### config.mk
export PLATFORM = sky130hd
export DESIGN_NAME = kuz_lin
export DESIGN_NICKNAME = d
export VERILOG_FILES = /design/src/hw/rtl/kuz_pkg.sv /design/src/hw/rtl/kuz_lin.sv
export SDC_FILE = /design/constraint.sdc
export NUM_CORES = 1
export LEC_CHECK = 0
export ABC_AREA = 1
export BUFFER_PORTS_ARGS = -buffer_cell sky130_fd_sc_hd__buf_2
export CAP_MARGIN = 20
export CELL_PAD_IN_SITES_DETAIL_PLACEMENT = 2
export CELL_PAD_IN_SITES_GLOBAL_PLACEMENT = 2
export CORE_MARGIN = 10
export CORE_UTILIZATION = 35
export CTS_BUF_LIST = sky130_fd_sc_hd__clkbuf_2 sky130_fd_sc_hd__clkbuf_4 sky130_fd_sc_hd__clkbuf_8
export CTS_CLUSTER_DIAMETER = 60
export CTS_CLUSTER_SIZE = 8
export DETAILED_ROUTE_END_ITERATION = 8
export PLACE_DENSITY_LB_ADDON = 0.1
export SLEW_MARGIN = 20
export SYNTH_ARGS = -nofsm -noshare
export SYNTH_HDL_FRONTEND = slang
export SYNTH_SLANG_ARGS = --single-unit
### constraint.sdc
create_clock -name clk -period 11.51 [get_ports clk]
set_input_delay 0.5755 -clock clk [delete_from_list [all_inputs] [get_ports clk]]
set_output_delay 0.5755 -clock clk [all_outputs]
set_load 0.05 [all_outputs]
### src/hw/rtl/kuz_pkg.sv
`timescale 1ns / 1ps
// ----------------------------------------------------------------------------
// Kuznyechik package
// Payload types, cipher constants and the byte-level round functions.
// ----------------------------------------------------------------------------
package kuz_pkg;

  localparam int RoundKeys  = 10;
  localparam int StoreWords = 2 * RoundKeys;
  localparam int KsSteps    = 32;
  localparam int CfgRegs    = 4;

  localparam logic [1:0] CFG_KEY_WORD_0 = 2'd0;
  localparam logic [1:0] CFG_KEY_WORD_1 = 2'd1;
  localparam logic [1:0] CFG_KEY_WORD_2 = 2'd2;
  localparam logic [1:0] CFG_KEY_WORD_3 = 2'd3;

  typedef struct packed {
    logic [63:0] block_high;
    logic [63:0] block_low;
  } in_item_t;

  typedef struct packed {
    logic [63:0] cipher_high;
    logic [63:0] cipher_low;
  } out_item_t;

  // Round key store write request from the key schedule.
  typedef struct packed {
    logic        en;
    logic [4:0]  addr;
    logic [63:0] data;
  } rk_wr_t;

  localparam logic [7:0] SBOX [256] = '{
    8'hFC,8'hEE,8'hDD,8'h11,8'hCF,8'h6E,8'h31,8'h16,8'hFB,8'hC4,8'hFA,8'hDA,8'h23,8'hC5,8'h04,8'h4D,
    8'hE9,8'h77,8'hF0,8'hDB,8'h93,8'h2E,8'h99,8'hBA,8'h17,8'h36,8'hF1,8'hBB,8'h14,8'hCD,8'h5F,8'hC1,
    8'hF9,8'h18,8'h65,8'h5A,8'hE2,8'h5C,8'hEF,8'h21,8'h81,8'h1C,8'h3C,8'h42,8'h8B,8'h01,8'h8E,8'h4F,
    8'h05,8'h84,8'h02,8'hAE,8'hE3,8'h6A,8'h8F,8'hA0,8'h06,8'h0B,8'hED,8'h98,8'h7F,8'hD4,8'hD3,8'h1F,
    8'hEB,8'h34,8'h2C,8'h51,8'hEA,8'hC8,8'h48,8'hAB,8'hF2,8'h2A,8'h68,8'hA2,8'hFD,8'h3A,8'hCE,8'hCC,
    8'hB5,8'h70,8'h0E,8'h56,8'h08,8'h0C,8'h76,8'h12,8'hBF,8'h72,8'h13,8'h47,8'h9C,8'hB7,8'h5D,8'h87,
    8'h15,8'hA1,8'h96,8'h29,8'h10,8'h7B,8'h9A,8'hC7,8'hF3,8'h91,8'h78,8'h6F,8'h9D,8'h9E,8'hB2,8'hB1,
    8'h32,8'h75,8'h19,8'h3D,8'hFF,8'h35,8'h8A,8'h7E,8'h6D,8'h54,8'hC6,8'h80,8'hC3,8'hBD,8'h0D,8'h57,
    8'hDF,8'hF5,8'h24,8'hA9,8'h3E,8'hA8,8'h43,8'hC9,8'hD7,8'h79,8'hD6,8'hF6,8'h7C,8'h22,8'hB9,8'h03,
    8'hE0,8'h0F,8'hEC,8'hDE,8'h7A,8'h94,8'hB0,8'hBC,8'hDC,8'hE8,8'h28,8'h50,8'h4E,8'h33,8'h0A,8'h4A,
    8'hA7,8'h97,8'h60,8'h73,8'h1E,8'h00,8'h62,8'h44,8'h1A,8'hB8,8'h38,8'h82,8'h64,8'h9F,8'h26,8'h41,
    8'hAD,8'h45,8'h46,8'h92,8'h27,8'h5E,8'h55,8'h2F,8'h8C,8'hA3,8'hA5,8'h7D,8'h69,8'hD5,8'h95,8'h3B,
    8'h07,8'h58,8'hB3,8'h40,8'h86,8'hAC,8'h1D,8'hF7,8'h30,8'h37,8'h6B,8'hE4,8'h88,8'hD9,8'hE7,8'h89,
    8'hE1,8'h1B,8'h83,8'h49,8'h4C,8'h3F,8'hF8,8'hFE,8'h8D,8'h53,8'hAA,8'h90,8'hCA,8'hD8,8'h85,8'h61,
    8'h20,8'h71,8'h67,8'hA4,8'h2D,8'h2B,8'h09,8'h5B,8'hCB,8'h9B,8'h25,8'hD0,8'hBE,8'hE5,8'h6C,8'h52,
    8'h59,8'hA6,8'h74,8'hD2,8'hE6,8'hF4,8'hB4,8'hC0,8'hD1,8'h66,8'hAF,8'hC2,8'h39,8'h4B,8'h63,8'hB6
  };

  localparam logic [7:0] LCOEF [15] = '{
    8'h94,8'h20,8'h85,8'h10,8'hC2,8'hC0,8'h01,8'hFB,8'h01,8'hC0,8'hC2,8'h10,8'h85,8'h20,8'h94
  };

  // Multiplication by a constant in GF(2^8) modulo x^8+x^7+x^6+x+1.
  function automatic logic [7:0] gf_mul(input logic [7:0] a, input logic [7:0] b);
    logic [7:0] r;
    logic [7:0] x;
    r = '0;
    x = a;
    for (int i = 0; i < 8; i++) begin
      if (b[i]) r = r ^ x;
      x = {x[6:0], 1'b0} ^ (x[7] ? 8'hC3 : 8'h00);
    end
    return r;
  endfunction

  // One step of the LFSR-style linear map R. Byte 0 sits in bits 127:120.
  function automatic logic [127:0] r_step(input logic [127:0] s);
    logic [7:0] acc;
    acc = s[7:0];
    for (int i = 0; i < 15; i++) begin
      acc = acc ^ gf_mul(s[127-8*i -: 8], LCOEF[i]);
    end
    return {acc, s[127:8]};
  endfunction

  function automatic logic [127:0] sub_bytes(input logic [127:0] s);
    logic [127:0] r;
    for (int i = 0; i < 16; i++) r[8*i +: 8] = SBOX[s[8*i +: 8]];
    return r;
  endfunction

endpackage

### src/hw/rtl/kuz_lin.sv
`timescale 1ns / 1ps
// ----------------------------------------------------------------------------
// Kuznyechik linear layer
// Applies L as sixteen R steps, four per cycle.
// ----------------------------------------------------------------------------
module kuz_lin import kuz_pkg::*; (
  input  logic         clk,
  input  logic         rst,
  input  logic         start,
  input  logic [127:0] din,
  output logic         done,
  output logic [127:0] dout
);

  logic [127:0] acc;
  logic [1:0]   cnt;
  logic         busy;
  logic [127:0] step4;

  always_comb begin
    step4 = r_step(r_step(r_step(r_step(start ? din : acc))));
  end

  always_ff @(posedge clk) begin
    if (rst) begin
      busy <= 1'b0;
      cnt  <= '0;
      done <= 1'b0;
    end else begin
      done <= 1'b0;
      if (start) begin
        busy <= 1'b1;
        cnt  <= 2'd1;
      end else if (busy) begin
        cnt <= cnt + 2'd1;
        if (cnt == 2'd3) begin
          busy <= 1'b0;
          done <= 1'b1;
        end
      end
    end
  end

  always_ff @(posedge clk) begin
    if (start || busy) acc <= step4;
  end

  assign dout = acc;

endmodule

==> key figures <==
Run status
  – Outcome: finished clean

Die
  – I/O Pins: 260
  – Die width: 261 um
  – Chip height: 261 um
  – Full die area: 67900 um2
  – Site Rows: 88
  – CORE AREA: 57500 um2
  – Starting Density: 35.3%

STA
  – Slew HR: 31.1%
  – Max Clock Skew: 0.0346 ns
  – Hold slack final: 0.179 ns
  – Max Slew Vio Count: 0
  – Final min period: 8.62 ns
  – # setup viols final: 0
  – Aggregate negative setup slack: 0 ns
  – Worst-margin pin slew: 1.03 ns
  – Final hold vios: 0
  – RSZ-0062 raised after global routing: false
  – Max Freq: 116 MHz
  – Final Cycle Share: 74.9%

Yosys
  – Ys Warns: 0
  – Number of enable flip-flop cells after synthesis: 128
  – Synth area leaders: xor2_1 (24%), nand2_1 (22%), edfxtp_1 (19%)
  – Syn Inst Count: 2952
  – Synth cell types: 40
  – Syn Nets: 3084
  – Sequential element share of the synthesized area: 19.4%
  – Synth Flop Type: edfxtp_1
  – Cell Area, Synth: 20300 um2
  – Mean Syn Cell Area: 6.87 um2
  – Synth top area share: 24.5%
  – FF+latch count, synth: 132
  – Post-synth ARST share: 0%
  – Cell type with the highest aggregate area in the netlist: xor2_1

Critical path
  – CP required: 11.84 ns
  – Worst Path Arrival: 8.95 ns
  – Crit path kind: input port to flop
  – Worst setup EP type: flop
  – Worst Setup Start Kind: input port
  – Worst-path fanout max: 78

Cells and area
  – Final instance area: 22700 um2
  – Post-layout util: 39.4%
  – # fillers: 7135
  – Area Overhead vs Synth: 11.8%
  – Ratio of cells with drive above 1 in the final layout: 17.4%
  – Final Net Count: 3334

Drt
  – Avg WL per Cell: 29.5 um
  – DR iter-0 viols: 1831
  – Via density: 5.35
  – Post-Route WL: 117000 um
  – Total number of vias: 21299
  – Post-route DRC: 0
  – Routed Antenna Nets: 0
  – DR pass1 iterations: 6

Clocking
  – Clock Root Buffer: clkbuf_8
  – CTS resizes: 0
  – Post-CTS setup buffers: 0
  – Clock buffer depth: 2
  – Clock latency on the worst-skew pair: 0.61 ns
  – Sink Count: 132
  – TritonCTS buffer count: 17
  – Hold_buf cts: 0
  – CTS clk-pin slew, worst paths: 0.09 ns
  – H-tree levels: 4
  – CTS tree: done

GRT
  – Initial antenna violation count: 3
  – GRT overflow: 0
  – Global-route wire length before repair: 165000 um
  – Largest net degree at the start of global routing: 79
  – Vias in the first global route: 22569
  – All-Layer GR Usage: 34.2%

Job
  – # Max-Cap Violations: 0

Placed design
  – Global placement routability congestion: 1.03
  – PortBufs: 259
  – Dpl cell area: 22200 um2
  – DP HPWL: 101000 um

Worst hold path
  – Hold WC Path Type: input port to flop
cells in the mapped netlist, types with 7 or more instances:
library cell / instances
buf_4: 8
buf_6: 27
xnor2_2: 16
inv_1: 262
or2_2: 15
o21ai_1: 23
nand3_1: 249
xnor3_1: 12
o21ai_4: 8
inv_2: 45
nor2_1: 17
xor2_1: 567
o21ai_0: 7
nand2_1: 1170
or2_1: 27
o21ai_2: 32
edfxtp_1: 128
nand3b_1: 31
nand2_2: 112
xnor2_1: 139
nand3_2: 8
xor2_2: 14
per-stage QoR:
step / instances / setup WS, ns
finish: 3981 / 2.89
global route: 3979 / 2.55
CTS: 3979 / 3.31
detailed placement: 3948 / 2.74
global placement: 3948 / 2.78
floorplan: 2952 / 6.23
registers in the layout, summed over array words and instances, names as in the netlist:
| register | cells |
|---|---|
| done | 1 |
| cnt | 2 |
| dout | 128 |
| busy | 1 |
area by class of cell:
type                            count  area [um2]  share of cell area (%)
Multi-Input combinational cell   2474       14800                    65.3
Sequential cell                   132        3920                    17.3
Timing Repair Buffer              267        1380                    6.08
Inverter                          310        1180                    5.19
Tap cell                          765         957                    4.22
Clock buffer                       20         256                    1.13
Clock inverter                     11         160                   0.707
Antenna cell                        2        5.00                  0.0221
worst max-delay path, cell delays in order:
cell      delay [ns]
clkbuf_8        0.29
inv_6           0.54
buf_12          0.35
nand2_1         0.11
o21ai_1         0.49
nand3_1         0.15
nand2_1         0.42
xor2_1          0.77
xor2_1          0.32
xnor2_1         0.71
xor2_1          0.16
xnor2_1         0.18
xnor2_1         0.55
xor2_1          0.23
xor2_1          0.33
inv_2           0.08
nand2_1         0.23
nand2_2         0.18
xnor2_2         0.21
xor2_2          0.29
xor2_1          0.57
nand2_1         0.17
nand2_1         0.20
nand2_1         0.11
nand2_1         0.12
nand3_1         0.19
nand4_1         0.16
nand2_1         0.10
layer usage:
metal,share of wire (%),up-vias,global-route usage [%]
li1,-,9595,-
met4,4.4,2,14.4
met1,44,10815,44.4
met3,6.4,156,5.93
met5,0.011,-,0
met2,46,731,55.0
cell families after synthesis:
family / synth area share (%)
and+or+nand+nor: 35.0
adders and majority gates: 0.0617
xor gates and xnor gates: 34.9
buffers and inverters: 7.60
DFF: 19.4
muxes: 0.216
AOI/OAI and AO/OA: 2.90
path summary, 6_finish.rpt:
path,start,end,slack [ns],cells after the start
worst max-delay path,start,dout[121],2.89,28
worst min-delay path,rst,busy,0.18,2
worst max register to register,dout[86],dout[121],3.52,44
worst min register to register,cnt[1],cnt[1],0.49,2
placed cells by master (no fill, tap or decap), types with 12 or more instances in the layout:
master	instances
xnor2_2	16
xnor2_1	139
o21ai_1	23
xor2_1	567
or2_1	27
nand2_2	112
edfxtp_1	128
nand3b_1	31
clkbuf_8	18
inv_1	261
nand2_1	1170
buf_2	258
nand3_1	249
o21ai_2	32
or2_2	15
xor2_2	14
xnor3_1	12
nor2_1	17
inv_2	45
Power is not shown: default switching activity piles up to over one toggle a cycle in this logic, so the estimate is an artifact.
